**src/hw/rtl/alegp_pkg.sv**
```systemverilog
// Shared types, constants and helper functions of the associated Legendre evaluator.
package alegp_pkg;

  localparam int SQ_CELLS = 31;
  localparam int RAD_W    = 2 * SQ_CELLS;
  localparam int ROOT_W   = SQ_CELLS;
  localparam int REM_W    = ROOT_W + 4;

  localparam logic [63:0] LIM_Q32  = 64'h01FF_FFFF_FFFF_FFFF;
  localparam logic [31:0] ONE_Q30  = 32'h4000_0000;
  localparam logic signed [63:0] OUT_MAX = 64'sh0000_1FFF_FFFF_FFFF;
  localparam logic signed [63:0] OUT_MIN = -64'sh0000_2000_0000_0000;

  typedef struct packed {
    logic              valid;
    logic [REM_W-1:0]  rem;
    logic [ROOT_W-1:0] root;
    logic [RAD_W-1:0]  rad;
  } sq_cell_t;

  function automatic logic [63:0] mag64(input logic signed [63:0] v);
    mag64 = v[63] ? 64'(-v) : 64'(v);
  endfunction

  function automatic logic signed [63:0] with_sign(input logic [63:0] m, input logic neg);
    with_sign = neg ? -$signed(m) : $signed(m);
  endfunction

endpackage

```
**src/hw/rtl/alegp_div.sv**
```systemverilog
// Rounded division of a 64-bit magnitude by a small integer, four quotient bits a cycle.
module alegp_div
  import alegp_pkg::*;
(
  input  logic        clk,
  input  logic        rst_n,
  input  logic        start,
  input  logic [63:0] num,
  input  logic [5:0]  den,
  output logic        busy,
  output logic        done,
  output logic [63:0] quot
);

  logic        busy_r;
  logic        done_r;
  logic [3:0]  cnt_r;
  logic [63:0] q_r;
  logic [6:0]  rem_r;
  logic [5:0]  den_r;
  logic [63:0] q_n;
  logic [6:0]  rem_n;

  always_comb begin
    q_n   = q_r;
    rem_n = rem_r;
    for (int j = 0; j < 4; j++) begin
      rem_n = {rem_n[5:0], q_n[63]};
      q_n   = {q_n[62:0], 1'b0};
      if (rem_n >= {1'b0, den_r}) begin
        rem_n   = rem_n - {1'b0, den_r};
        q_n[0]  = 1'b1;
      end
    end
  end

  always_ff @(posedge clk) begin
    if (!rst_n) begin
      busy_r <= 1'b0;
      done_r <= 1'b0;
      cnt_r  <= 4'd0;
    end else begin
      done_r <= 1'b0;
      if (start) begin
        q_r    <= num + 64'(den >> 1);
        rem_r  <= 7'd0;
        den_r  <= den;
        cnt_r  <= 4'd15;
        busy_r <= 1'b1;
      end else if (busy_r) begin
        q_r   <= q_n;
        rem_r <= rem_n;
        if (cnt_r == 4'd0) begin
          busy_r <= 1'b0;
          done_r <= 1'b1;
        end else begin
          cnt_r <= cnt_r - 4'd1;
        end
      end
    end
  end

  assign busy = busy_r;
  assign done = done_r;
  assign quot = q_r;

endmodule

```
**config.mk**
```make
export PLATFORM = sky130hd
export DESIGN_NAME = alegp_div
export DESIGN_NICKNAME = d
export VERILOG_FILES = /design/src/hw/rtl/alegp_pkg.sv /design/src/hw/rtl/alegp_div.sv
export SDC_FILE = /design/constraint.sdc
export NUM_CORES = 1
export LEC_CHECK = 0
export ABC_AREA = 1
export ABC_CLOCK_PERIOD_IN_PS = 5800
export BUFFER_PORTS_ARGS = -buffer_cell sky130_fd_sc_hd__buf_2
export CAP_MARGIN = 5
export CORE_MARGIN = 5
export CORE_UTILIZATION = 52
export CTS_BUF_LIST = sky130_fd_sc_hd__clkbuf_4 sky130_fd_sc_hd__clkbuf_8
export DETAILED_ROUTE_END_ITERATION = 6
export GPL_TIMING_DRIVEN = 0
export PLACE_DENSITY = 0.79
export SLEW_MARGIN = 20
export SYNTH_ARGS = -nofsm -noshare
export SYNTH_HDL_FRONTEND = slang
export SYNTH_SLANG_ARGS = --single-unit
export TNS_END_PERCENT = 5
```
**constraint.sdc**
```tcl
create_clock -name clk -period 5.8 [get_ports clk]
set_input_delay 0.29 -clock clk [delete_from_list [all_inputs] [get_ports clk]]
set_output_delay 0.29 -clock clk [all_outputs]
set_load 0.02 [all_outputs]
```
==> results.toml <==
[cts]
cts.htree.levels = 3
clk_path_buf_depth = 2
hold_buffers = 0
cts.clk_slew.worst_paths_ps = 90
cts_tree = "yes"
numCtsBuffers = 9
clockRootBuffer = "clkbuf_8"
clk_latency_ps = 390
cts.sinks = 82

[synthesis]
synth_top_family_by_area = "simple AND/OR/NAND/NOR gates"
synth_xor_area_share_pct = 8.45
syn_nets = 994
ys_types = 42
yosysSeqAreaShare_pct = 36.2
synth_top_cell_by_area = "edfxtp_1"
syn_area_um2 = 6630
synth_top_area_share_pct = 34.4
yosys-top-cells-area = "edfxtp_1 (34%), nand2_1 (14%), inv_1 (6.4%)"
syn_area_per_cell_um2 = 7.48
syn_inst = 886
yosysWarnings = 0
muxShareOfSynthArea_pct = 0
synth_simple_gate_area_share_pct = 32.9
synth_adder_area_share_pct = 7.17
ys_ff_latch = 82
synth_compound_area_share_pct = 7.68

[placed_design]
hpwl_um = 17300
dp_slack_ps = -926
place_area_um2 = 7630
dp.cells = 1198
io_buffers = 137
gp_congestion = 0.995

[sta]
fmax_mhz = 168
worst_slack_ps = -138
rsz0062_at_grt = "yes"
fin_crit_ps = 5940
whs_ps = 76.5
tightest_slew_ps = 772
fin_setup_tns_ps = -692
fin_skew_ps = 8.88
timing.final.crit_share_pct = 102
hold_viol_final = 0
finalSetupViolations = 7
relSlewSlack_pct = 48.5
drv_slew = 0

[worst_setup_path]
cp_data_required_time_ps = 5950
r2r-end = "quot[0]"
r2r-start = "den_r[5]"
reg2reg_depth = 37
path_class = "reg2reg"
cpMostUsedCell = "nor2_4"
worstPathArrival_ps = 6080
r2r_setup_slack_ps = -140
end_kind = "flop"
crit_path_start_kind = "flop"
crit_path_max_fanout = 5
cp_slowest_cell = "edfxtp_1"
crit_path_max_incr_delay_ps = 380

[min_path]
min_path_type = "in2reg"
hold_path_depth = 1
timing.hold.worst_endpoint = "den_r[0]"
worstHoldStart = "den[0]"

[die]
floorplan.io_pins = 139
initial_core_util_pct = 52.8
rows = 41
die_area_um2 = 15100
dieHeight_um = 123
dieWidth_um = 123
core_area_um2 = 12600

[run_status]
status = "finished, violations left"
violations = "negative setup slack"

[layout]
area_delta_synth_final_pct = 30.5
fin_util_pct = 68.9
finalNetCount = 1197
finalInstanceArea_um2 = 8650
final_common_cell = "nand2_1"
layout.cells.non_filler = 1266
num_antenna_cells = 0
drive_above_1_share_pct = 27.8
final_cell_mix = "nand2_1 (231), buf_2 (137), inv_1 (106), nor2_1 (80), edfxtp_1 (76)"

[drt]
drt-met1-wl_um = 9590
drt_iter0_markers = 598
wl_per_cell_um = 18.9
wl_met2_um = 11400
highest_layer = "met5"
drc_errors = 0
wl_met3_um = 1880
vias = 7066
drtAntennaViolNets = 0
viasPerCell = 5.58
wirelength_um = 23900
dr.pass1.iters = 5

[global_route]
grt_pass1_vias = 6749
overflow = 0
antenna_found_initial = 1
grt_pass1_wl_um = 34500
grt_max_degree = 25
grt_use_total_pct = 30.2

[power]
power_mw = 7.03
power_density_nw_per_um2 = 812
p_leak_nw = 3.80
ir_drop_mv = 0.622

[run]
maxCapViolations = 0
critical path, delay by kind of cell (launching register included):
kind / cells / cell delay, ps
AND/OR/NAND/NOR: 14 / 1510
AO/OA/AOI/OAI: 10 / 1630
adder cells (fa/ha/maj): 4 / 1070
buffers and inverters: 9 / 1110
flip-flops: 1 / 380
metal layers:
layer,vias to the layer above,GRT usage (%)
li1,3338,-
met1,3246,38.5
met2,395,49.6
met3,85,5.99
met4,2,13.4
met5,-,0
timing repair:
item | in CTS | in global routing
cloned | 2 | 0
buffers inserted | 35 | 15
pin swaps | 22 | 32
setup endpoints to repair | 7 | 7
gates resized for setup | 47 | 41
logic make-up (layout without fill, tap and decap cells):
family	count (synthesis)	in the layout
AO/OA/AOI/OAI	90	90
XOR/XNOR	64	64
buffers and inverters	131	338
flip-flops	82	82
adder cells (fa/ha/maj)	35	35
AND/OR/NAND/NOR	484	485
flip-flops by register name (all words and copies together) (netlist names):
| register | flops |
|---|---|
| quot | 64 |
| den_r | 6 |
| done | 1 |
| busy | 1 |
| rem_r | 6 |
| cnt_r | 4 |
cell usage after synthesis:
library cell and number:
a21o_1 4, a21oi_1 20, a21oi_2 4, a31o_2 1, a31oi_1 11, a32oi_1 1
buf_1 3, buf_6 1, clkbuf_1 12, dfxtp_1 6, edfxtp_1 76, fa_1 5
ha_1 30, inv_1 113, inv_2 2, nand2_1 246, nand2_2 7, nand2_4 3
nand2b_1 1, nand3_1 42, nand3_2 3, nand3_4 1, nand3b_1 5, nand4_1 30
nor2_1 87, nor2_2 1, nor2_4 6, nor3_1 35, nor3_2 1, nor3b_1 2
nor4_1 9, nor4_2 1, o21a_1 1, o21ai_0 39, o21ai_1 6, o21ai_2 2
o21bai_1 1, or2_0 1, or2_1 2, or3_1 1, xnor2_1 27, xor2_1 37
area by class of cell:
type                    count  area, µm²
fillers                  1026       3910
clock buffers               9        124
multi-input cells         674       4180
clock inverters             7       46.3
well taps                 172        215
plain buffers              16       71.3
repair buffers            191       1180
inverters                 115        437
flip-flops and latches     82       2400
worst max-delay path by stage:
stage,from,endpoint,slack [ps],cells past startpoint
floorplan,den_r[1],quot[0],20,36
global placement,den_r[1],quot[0],-840,37
detailed placement,den_r[1],quot[0],-930,37
CTS,den_r[4],quot[0],30,39
global route,den_r[3],quot[0],-290,38
finish,den_r[5],quot[0],-140,37
power breakdown:
group | internal (mW) | switching (mW)
clock | 0.154 | 0.226
sequential | 0.817 | 0.0514
combinational | 2.58 | 3.20
Power figures use the tool's default switching activity.
