<file path="config.mk">
export PLATFORM = sky130hd
export DESIGN_NAME = alegp_sq_cell
export DESIGN_NICKNAME = d
export VERILOG_FILES = /design/src/hw/rtl/alegp_pkg.sv /design/src/hw/rtl/alegp_sq_cell.sv
export SDC_FILE = /design/constraint.sdc
export NUM_CORES = 1
export LEC_CHECK = 0
export BUFFER_PORTS_ARGS = -buffer_cell sky130_fd_sc_hd__buf_2
export CORE_ASPECT_RATIO = 1.25
export CORE_MARGIN = 5
export CORE_UTILIZATION = 30
export CTS_CLUSTER_SIZE = 24
export DETAILED_ROUTE_END_ITERATION = 12
export PLACE_DENSITY = 0.63
export SLEW_MARGIN = 20
export SYNTH_ARGS = -nofsm -noshare
export SYNTH_HDL_FRONTEND = slang
export SYNTH_SLANG_ARGS = --single-unit
</file>
<file path="constraint.sdc">
create_clock -name clk -period 7.7 [get_ports clk]
set_input_delay 0.385 -clock clk [delete_from_list [all_inputs] [get_ports clk]]
set_output_delay 0.385 -clock clk [all_outputs]
set_load 0.02 [all_outputs]
</file>
<file path="src/hw/rtl/alegp_pkg.sv">
// Shared types, constants and helper functions of the associated Legendre evaluator.
package alegp_pkg;

  localparam int SQ_CELLS = 31;
  localparam int RAD_W    = 2 * SQ_CELLS;
  localparam int ROOT_W   = SQ_CELLS;
  localparam int REM_W    = ROOT_W + 4;

  localparam logic [63:0] LIM_Q32  = 64'h01FF_FFFF_FFFF_FFFF;
  localparam logic [31:0] ONE_Q30  = 32'h4000_0000;
  localparam logic signed [63:0] OUT_MAX = 64'sh0000_1FFF_FFFF_FFFF;
  localparam logic signed [63:0] OUT_MIN = -64'sh0000_2000_0000_0000;

  typedef struct packed {
    logic              valid;
    logic [REM_W-1:0]  rem;
    logic [ROOT_W-1:0] root;
    logic [RAD_W-1:0]  rad;
  } sq_cell_t;

  function automatic logic [63:0] mag64(input logic signed [63:0] v);
    mag64 = v[63] ? 64'(-v) : 64'(v);
  endfunction

  function automatic logic signed [63:0] with_sign(input logic [63:0] m, input logic neg);
    with_sign = neg ? -$signed(m) : $signed(m);
  endfunction

endpackage

</file>
<file path="src/hw/rtl/alegp_sq_cell.sv">
// One cell of the square-root chain: settles one root bit and passes the remainder on.
module alegp_sq_cell
  import alegp_pkg::*;
(
  input  logic     clk,
  input  logic     rst_n,
  input  sq_cell_t c_in,
  output sq_cell_t c_out
);

  sq_cell_t         c_r;
  logic [REM_W-1:0] rem2;
  logic [REM_W-1:0] trial;

  always_comb begin
    rem2  = {c_in.rem[REM_W-3:0], c_in.rad[RAD_W-1 -: 2]};
    trial = REM_W'({c_in.root, 2'b01});
  end

  always_ff @(posedge clk) begin
    if (!rst_n) begin
      c_r.valid <= 1'b0;
    end else begin
      c_r.valid <= c_in.valid;
    end
    c_r.rad <= {c_in.rad[RAD_W-3:0], 2'b00};
    if (rem2 >= trial) begin
      c_r.rem  <= rem2 - trial;
      c_r.root <= {c_in.root[ROOT_W-2:0], 1'b1};
    end else begin
      c_r.rem  <= rem2;
      c_r.root <= {c_in.root[ROOT_W-2:0], 1'b0};
    end
  end

  assign c_out = c_r;

endmodule

</file>
==> results of run 1 <==
power by group through the flow:
stage | Combinational (uW) | Clock (uW) | Sequential [uW]
global route | 425 | 910 | 744
floorplan | 160 | 0 | 840
detailed placement | 390 | 0 | 751
global placement | 388 | 0 | 750
CTS | 391 | 875 | 737
finish | 386 | 854 | 736
worst min path at each step:
stage / start / end / slack, ps / depth (start not counted)
after floorplan: c_in[8] / c_out[10]$_DFF_P_ / 410 / 0
after global placement: c_in[0] / c_out[2]$_DFF_P_ / 490 / 1
after detailed placement: c_in[11] / c_out[13]$_DFF_P_ / 490 / 1
after CTS: c_in[36] / c_out[38]$_DFF_P_ / 50 / 1
after global routing: c_in[3] / c_out[5]$_DFF_P_ / 40 / 1
final: c_in[36] / c_out[38]$_DFF_P_ / 80 / 1
cell families (layout without fill, tap and decap cells):
logic type / count (synthesis) / after routing / synth area share (%)
xor+xnor: 27 / 27 / 4.83
flops: 127 / 127 / 51.9
fa+ha+maj: 33 / 33 / 8.44
mux: 6 / 6 / 1.35
other cells: 1 / 2 / 0.0766
compound gates: 131 / 131 / 17.5
simple gates: 113 / 113 / 11.2
buf+inv: 55 / 326 / 4.68
per-stage QoR:
stage	power (uW)	hold slack, ps	util (%)	setup slack, ps	std cells
2_1_floorplan	999	413	-	5010	494
3_3_place_gp	1140	487	39.5	3900	949
3_5_place_dp	1140	489	39.5	3860	949
4_1_cts	2000	51.6	43.4	4290	981
5_1_grt	2080	44.8	43.4	4050	981
6_report	1980	75.6	43.4	4340	981
cell type report:
class | instances | area share (%)
Timing Repair Buffer | 256 | 18.3
Inverter | 38 | 2.04
Clock buffer | 18 | 6.13
Multi-Input combinational cell | 312 | 30.4
Tap cell | 216 | 3.86
Clock inverter | 14 | 2.93
Sequential cell | 127 | 36.3
cells in the final DEF, fill, tap and decap left out, types with 5 or more instances in the layout:
cell	synthesis	routed
buf_2	6	255
dfxtp_1	127	127
nand2_1	50	50
o21ai_0	38	38
inv_1	37	37
ha_1	33	33
a21oi_1	27	27
clkbuf_16	0	17
a21o_1	16	16
xor2_1	15	15
nand3_1	13	13
nor2_1	13	13
xnor2_1	12	12
and3_1	9	9
nand4_1	8	8
o21ai_1	5	5
o21bai_1	5	5
o31ai_1	5	5
mux2_2	5	5
per-layer routing:
metal / share of wire [%] / global-route usage (%) / vias to the layer above / wire (um)
met2: 49 / 25.5 / 204 / 6970
met4: 1.5 / 5.69 / 0 / 219
li1: - / - / 2239 / -
met1: 40 / 16.1 / 1918 / 5660
met3: 9.5 / 6.53 / 16 / 1350
met5: 0 / 0 / - / 0
==> results.toml, run 1 <==
[worst_setup_path]
critPathLaunchType = "input port"
cp_slowest_cell = "a211oi_4"
max_stage_delay_ps = 820
crit_family = "compound AO/OA/AOI/OAI gates"
cp-endpoint = "c_out[97]$_DFF_P_"
path_max_fanout = 37
cp.arrival_ps = 3660
startpoint = "c_in[74]"
path_buf_inv = 3
required_ps = 8000
crit_path_cell_trace = "buf_2 > inv_1 > ha_1 > a21oi_1 > o21ai_0 > o21ai_1 > nand3_1 > a41o_1 > a211oi_4 > buf_4 > mux2_2"
worst-path-stages = 11
critPathKind = "in2reg"
crit_path_end_kind = "flip-flop"

[die]
io_pins = 260
num_rows = 52
die_w_um = 124
initial_core_util_pct = 30.3
die_y_um = 153
die-area_um2 = 19000
core_um2 = 16100

[power_and_ir_drop]
seq_power_share_pct = 37.3
switchingPower_uw = 557
internal_power_uw = 1420
p_per_area_nw_per_um2 = 282
leakage_uw = 0.00349
p_clk_share_pct = 43.2
swShare_pct = 28.2
ir_drop_mv = 0.109
combPwrFrac_pct = 19.5

[synthesis]
yosys-top-cells-count = "127 x dfxtp_1, 50 x nand2_1, 38 x o21ai_0"
yosysMostFrequentCell = "dfxtp_1"
postSynthCellCount = 493
ys_async_sr_fraction_pct = 0
ys_types = 55
ys.flop_type = "dfxtp_1"
synth_edf_count = 0
syn_area_per_cell_um2 = 9.93
syn_area_um2 = 4890
synth-seq-cells = 127
seq_area_frac_synth_pct = 51.9
ys_top_cells_by_area = "dfxtp_1 52%, ha_1 8.4%, o21ai_0 3.9%, nand2_1 3.8%, inv_1 2.8%"
yosys.area.top_type = "dfxtp_1"
yosysTopAreaCellShare_pct = 51.9
ys.warnings.count = 0

[cells_and_area]
antennaDiodeCount = 0
final_nets = 916
register_area_um2 = 2540
multi_input_area_um2 = 2130
fin_area_um2 = 7000
area_growth_pct = 43.0
largest_reg_flops = 127
drive_gt1_share_pct = 39.2
fillers = 1630

[outcome]
status = "completed"

[cts]
hold_buffers = 0
clock_sinks = 127
root_buffer = "clkbuf_16"
htree_num_levels = 4
clkTransAtPathRegs_ps = 60
cts_tree = "yes"
cts_made_buffers = 17
cts_resized = 0
cts_setup_buffers = 0
cts_buffer_depth = 2

[placement]
place.gp.congestion = 0.829
dp_hpwl_mm = 11.6
io_buffers = 255
placed_cell_area_um2 = 6370

[timing]
rsz0062_at_grt = "no"
period_share_pct = 43.7
worst_pin_slew_ps = 924
setup_viol_count_final = 0
slew_headroom_pct = 38.2
min_period_ps = 3360
finalSetupTns_ps = 0
hold_viol = 0
maxClockFrequency_ghz = 0.298
slew_viol_final = 0

[detailed_routing]
ant_nets = 0
drtIter0Drc = 117
wl_per_cell_um = 14.5
drtPass1Iterations = 5
viasPerCell = 4.46
wirelength_mm = 14.2
via_count = 4377
drc_errors = 0

[grt]
gr-total-overflow = 0
grt_pass1_wl_mm = 22.7
grt_max_degree = 38
grt_pass1_vias = 4445
antenna_found_initial = 0
track_usage_pct = 14.9

[job]
maxCapViolations = 0

[hold_path]
hold_class = "in2reg"
(Power assumes the default switching activity.)
==> run 2: changes to the inputs <==
ABC_AREA = 1   (was unset)
clock period = 2.7 ns   (was 7.7 ns; I/O delays follow)
==> run 2 against run 1 <==
  * Routed wire length up 51%
  * Combinational power rose to 3.7 times the previous value
  * Sequential cell count unchanged
  * Non-clock buffer count up 127
  * Die area up 20%
  * Clock power rose to 2.7 times the previous value
  * Via count up 46%
  * Cell count up 56%
  * Worst setup slack worse by 3900 ps
  * Synthesized cell count up 74%
  * Critical path type unchanged
  * Critical endpoint is now c_out[121]$_DFF_P_
==> results.toml, run 2 <==
[die]
die_w_um = 136
initial_core_util_pct = 30.5
die_y_um = 167
num_rows = 57
core_um2 = 19500
io_pins = 260
die-area_um2 = 22700

[cells_and_area]
final_core_utilization_pct = 47.9
final_common_cell = "nand2_1"
fin_area_um2 = 9320
final_cell_mix = "359 x nand2_1, 255 x buf_2, 160 x inv_1, 127 x dfxtp_1, 125 x dlygate4sd3_1"
largest_reg_flops = 127
drive_gt1_share_pct = 24.8
area_growth_pct = 57.1
fillers = 1999
final_nets = 1415

[placement]
place.gp.congestion = 0.885
dp_hpwl_mm = 16.5
placed_cell_area_um2 = 7480
io_buffers = 255

[timing]
hold_viol = 0
min_period_ps = 2280
maxClockFrequency_ghz = 0.438
period_share_pct = 84.5
setup_viol_count_final = 0
slew_viol_final = 0
finalSetupTns_ps = 0
rsz0062_at_grt = "no"

[worst_setup_path]
required_ps = 3020
crit_path_end_kind = "flip-flop"
critPathLaunchType = "input port"
path_max_fanout = 34
critPathKind = "in2reg"
cp.arrival_ps = 2600

[synthesis]
ys.warnings.count = 0
syn_area_per_cell_um2 = 6.93
ys_async_sr_fraction_pct = 0
yosys.area.top_type = "dfxtp_1"
yosysTopAreaCellShare_pct = 42.9
syn_area_um2 = 5930
ys_types = 27
postSynthCellCount = 856
synth-seq-cells = 127
yosysMostFrequentCell = "nand2_1"
yosys-top-cells-count = "359 x nand2_1, 160 x inv_1, 127 x dfxtp_1"
synth_edf_count = 0
seq_area_frac_synth_pct = 42.9
ys.flop_type = "dfxtp_1"
ys_top_cells_by_area = "dfxtp_1 43%, nand2_1 23%, inv_1 10%, ha_1 7.0%, nor2_1 3.4%"

[detailed_routing]
via_count = 6389
viasPerCell = 4.18
drc_errors = 0
drtIter0Drc = 222
wirelength_mm = 21.4
drtPass1Iterations = 5
wl_per_cell_um = 14.0
ant_nets = 0

[power_and_ir_drop]
leakage_uw = 0.00526
p_clk_share_pct = 39.5
p_per_area_nw_per_um2 = 622
internal_power_uw = 3920
swShare_pct = 32.4
combPwrFrac_pct = 24.3
switchingPower_uw = 1880
seq_power_share_pct = 36.3
ir_drop_mv = 0.386

[cts]
hold_buffers = 125
cts_made_buffers = 17
cts_setup_buffers = 0
htree_num_levels = 4
cts_tree = "yes"
clock_sinks = 127
cts_resized = 0
clkTransAtPathRegs_ps = 70
cts_buffer_depth = 2
root_buffer = "clkbuf_16"

[outcome]
status = "completed"

[grt]
antenna_found_initial = 1
grt_max_degree = 35
grt_pass1_wl_mm = 32.7
grt_pass1_vias = 6492
track_usage_pct = 18.4
gr-total-overflow = 0

[job]
maxCapViolations = 0

[hold_path]
hold_class = "in2reg"
## run 2: changes by cell type in the layout (fill, tap and decap cells not counted), sizes merged, moves of 5 or more
cell / previous run / this run
o21ai: 43 / 3
a21o: 16 / 0
inv: 43 / 167
nand3: 13 / 35
dlygate4sd3: 0 / 125
o31ai: 5 / 0
mux2: 5 / 0
xnor2: 12 / 2
nor2: 13 / 62
and3: 10 / 1
nand2: 50 / 365
## run 2: logic make-up (layout without fill, tap and decap cells)
logic type	after synthesis	count (layout)	share of synthesized area, %
and+or+nand+nor	475	475	32.8
buffers and inverters	168	575	11.5
DFF	127	127	42.9
AOI/OAI and AO/OA	35	35	3.31
adders and majority gates	33	33	6.96
xor gates and xnor gates	17	17	2.51
other	1	3	0.0632
## run 2: worst paths after layout
| check | startpoint | end | slack (ps) | cells after the start |
|---|---|---|---|---|
| worst max-delay path | c_in[70] | c_out[121]$_DFF_P_ | 420 | 16 |
| worst min-delay path | c_in[60] | c_out[93]$_DFF_P_ | 8 | 3 |
## run 2: metal layers
layer / wire (um) / GRT usage [%] / vias to the layer above / share of wire (%)
met5: 0 / 0 / - / 0
met4: 502 / 6.53 / 0 / 2.3
met3: 1670 / 4.95 / 29 / 7.8
met2: 11100 / 34.4 / 221 / 52
met1: 8160 / 19.7 / 2803 / 38
li1: - / - / 3336 / -
## run 2: final cells by class
| cell class | instances | area, um^2 | area share, % |
|---|---|---|---|
| antenna | 1 | 2.50 | 0.0269 |
| sequential | 127 | 2540 | 27.3 |
| clock buffer | 18 | 439 | 4.71 |
| multi-input combinational | 562 | 2710 | 29.1 |
| clock inverter | 14 | 144 | 1.54 |
| inverter | 160 | 601 | 6.44 |
| timing repair buffer | 383 | 2550 | 27.4 |
| tap | 265 | 332 | 3.56 |
## run 2: power groups by stage
stage               clock (uW)  combinational, uW  sequential (uW)
global placement             0               1260             2140
global route              2430               1560             2120
detailed placement           0               1270             2140
CTS                       2340               1420             2100
floorplan                    0                567             2380
finish                    2290               1410             2100
## run 2: worst max-delay path, stage by stage
cell and delay (ps):
dlygate4sd3_1 550, buf_2 140, inv_1 40, ha_1 340
nand2_1 140, inv_1 60, nand2_1 70, nand2_1 60
inv_1 50, nand2_1 80, nand2_1 100, nand3_2 110
nand3_2 110, nand3_4 350, nand2_1 190, nand2_1 60
## run 2: stage by stage
step | hold WS (ps) | cells | worst slack (ps) | total power [uW]
4_1_cts | 3.75 | 1529 | 369 | 5870
3_3_place_gp | 237 | 1372 | 553 | 3410
3_5_place_dp | 239 | 1372 | 514 | 3420
6_report | 8.24 | 1530 | 419 | 5800
5_1_grt | 32.7 | 1530 | 176 | 6110
2_1_floorplan | 163 | 857 | 1080 | 2940
==> run 3: changes to the inputs <==
PLACE_DENSITY = 0.61   (was 0.63)
clock period = 2.1 ns   (was 2.7 ns; I/O delays follow)
==> run 3 against run 2 <==
  * Die area did not move
  * Design area grew 9.0%
  * Hold slack improved by 14 ps
  * Non-clock buffer count up 107
  * Critical path depth is the same
  * Core utilization grew 4.3 points
  * Worst setup slack got worse by 210 ps
  * Global-route usage increased by 0.73 points
  * Routed wire length up 3.9%
  * Sequential power rose by 29%
  * First-iteration DRC count decreased by 23%
  * Via count up 6.9%
  * Largest power group unchanged
  * Highest routed layer is now met5
==> results.toml, run 3 (synthesis gave the netlist of run 2 again) <==
[cells_and_area]
antennaDiodeCount = 0
fin_area_um2 = 10200
register_area_um2 = 2540
final_cell_mix = "359 x nand2_1, 255 x buf_2, 160 x inv_1, 127 x dfxtp_1, 126 x dlygate4sd3_1"
fin_cells = 1637
drive_gt1_share_pct = 30.6
area_growth_pct = 71.3
largest_reg_flops = 127
final_common_cell = "nand2_1"
final_nets = 1523
multi_input_area_um2 = 2720
fillers = 1955

[die]
die_w_um = 136
core_um2 = 19500
initial_core_util_pct = 30.5
die-area_um2 = 22700
io_pins = 260
num_rows = 57
die_y_um = 167

[grt]
gr-total-overflow = 0
antenna_found_initial = 1
grt_pass1_vias = 7034
grt_pass1_wl_mm = 34.2
grt_max_degree = 36
track_usage_pct = 19.2

[worst_setup_path]
path_max_fanout = 4
critPathKind = "in2reg"
crit_path_end_kind = "flip-flop"
critPathLaunchType = "input port"
cp.arrival_ps = 2210
required_ps = 2430

[placement]
place.gp.congestion = 0.934
dp_slack_ps = -254
dpl.cell_count = 1478
placed_cell_area_um2 = 8300
io_buffers = 255
dp_hpwl_mm = 17.0

[timing]
worst_pin_slew_ps = 633
maxClockFrequency_ghz = 0.530
slew_viol_final = 0
timing.final.ws_setup_ps = 214
setup_viol_count_final = 0
period_share_pct = 89.8
min_period_ps = 1890
holdWs_ps = 21.8
hold_viol = 0
slew_headroom_pct = 57.7
rsz0062_at_grt = "no"

[detailed_routing]
wirelength_mm = 22.2
via_count = 6833
ant_nets = 0
viasPerCell = 4.17
wl_per_cell_um = 13.6
drc_errors = 0
drtPass1Iterations = 4
drtIter0Drc = 171

[cts]
root_buffer = "clkbuf_16"
cts_buffer_depth = 2
clkTransAtPathRegs_ps = 70
clock_sinks = 127
htree_num_levels = 4
cts_tree = "yes"
cts_made_buffers = 17

[job]
maxCapViolations = 0

[power_and_ir_drop]
leakage_uw = 0.00579
ir_drop_mv = 0.499
p_per_area_nw_per_um2 = 761

[hold_path]
hold_class = "in2reg"

[outcome]
status = "completed"
## run 3: layer usage
metal	up-vias	track usage, %	wire, um
met2	207	37.4	11900
met4	2	6.09	327
met1	3039	20.2	8570
li1	3558	-	-
met5	-	0	13
met3	27	3.84	1390
## run 3: worst paths after layout
check / from / cells after the start / endpoint
worst min-delay path: c_in[125] / 3 / c_out[127]$_DFF_P_
worst max-delay path: c_in[61] / 16 / c_out[123]$_DFF_P_
## run 3: final cells by class
class	count	share of cell area, %
Multi-Input combinational cell	563	26.8
Sequential cell	127	25.0
Inverter	160	5.91
Clock buffer	18	4.32
Timing Repair Buffer	490	33.3
Clock inverter	14	1.44
Tap cell	265	3.26
## run 3: timing repair
item                                    4_1_cts  5_1_grt
endpoints found under the hold margin       125        0
hold buffers                                126        0
resized for setup                             0        2
endpoints found under the setup margin        0       35
buffers inserted                              0        0
## run 3: critical path: stages
cell	delay (ps)
dlygate4sd3_1	540
buf_2	140
inv_1	90
ha_1	190
inv_1	60
buf_4	140
nand2_1	60
nand3_1	110
nand2_1	130
nand2_1	180
nand2_1	190
nand2_1	70
nand2_1	60
nand2_1	40
nand2_1	50
nand2_1	40
## run 3: report_power, final
group          internal [uW]  switching, uW  leakage [uW]
logic                    914           1160       0.00444
registers               2640           55.9       0.00107
clock network           1700           1250      0.000283
total                   5260           2470       0.00579
## run 3: through the flow
step	total power (uW)	setup TNS, ps	util, %
5_1_grt	8160	0	52.2
6_report	7730	0	52.2
3_5_place_dp	4650	-8010	42.6
4_1_cts	7810	0	52.1
2_1_floorplan	3790	0	-
3_3_place_gp	4640	-6390	42.6
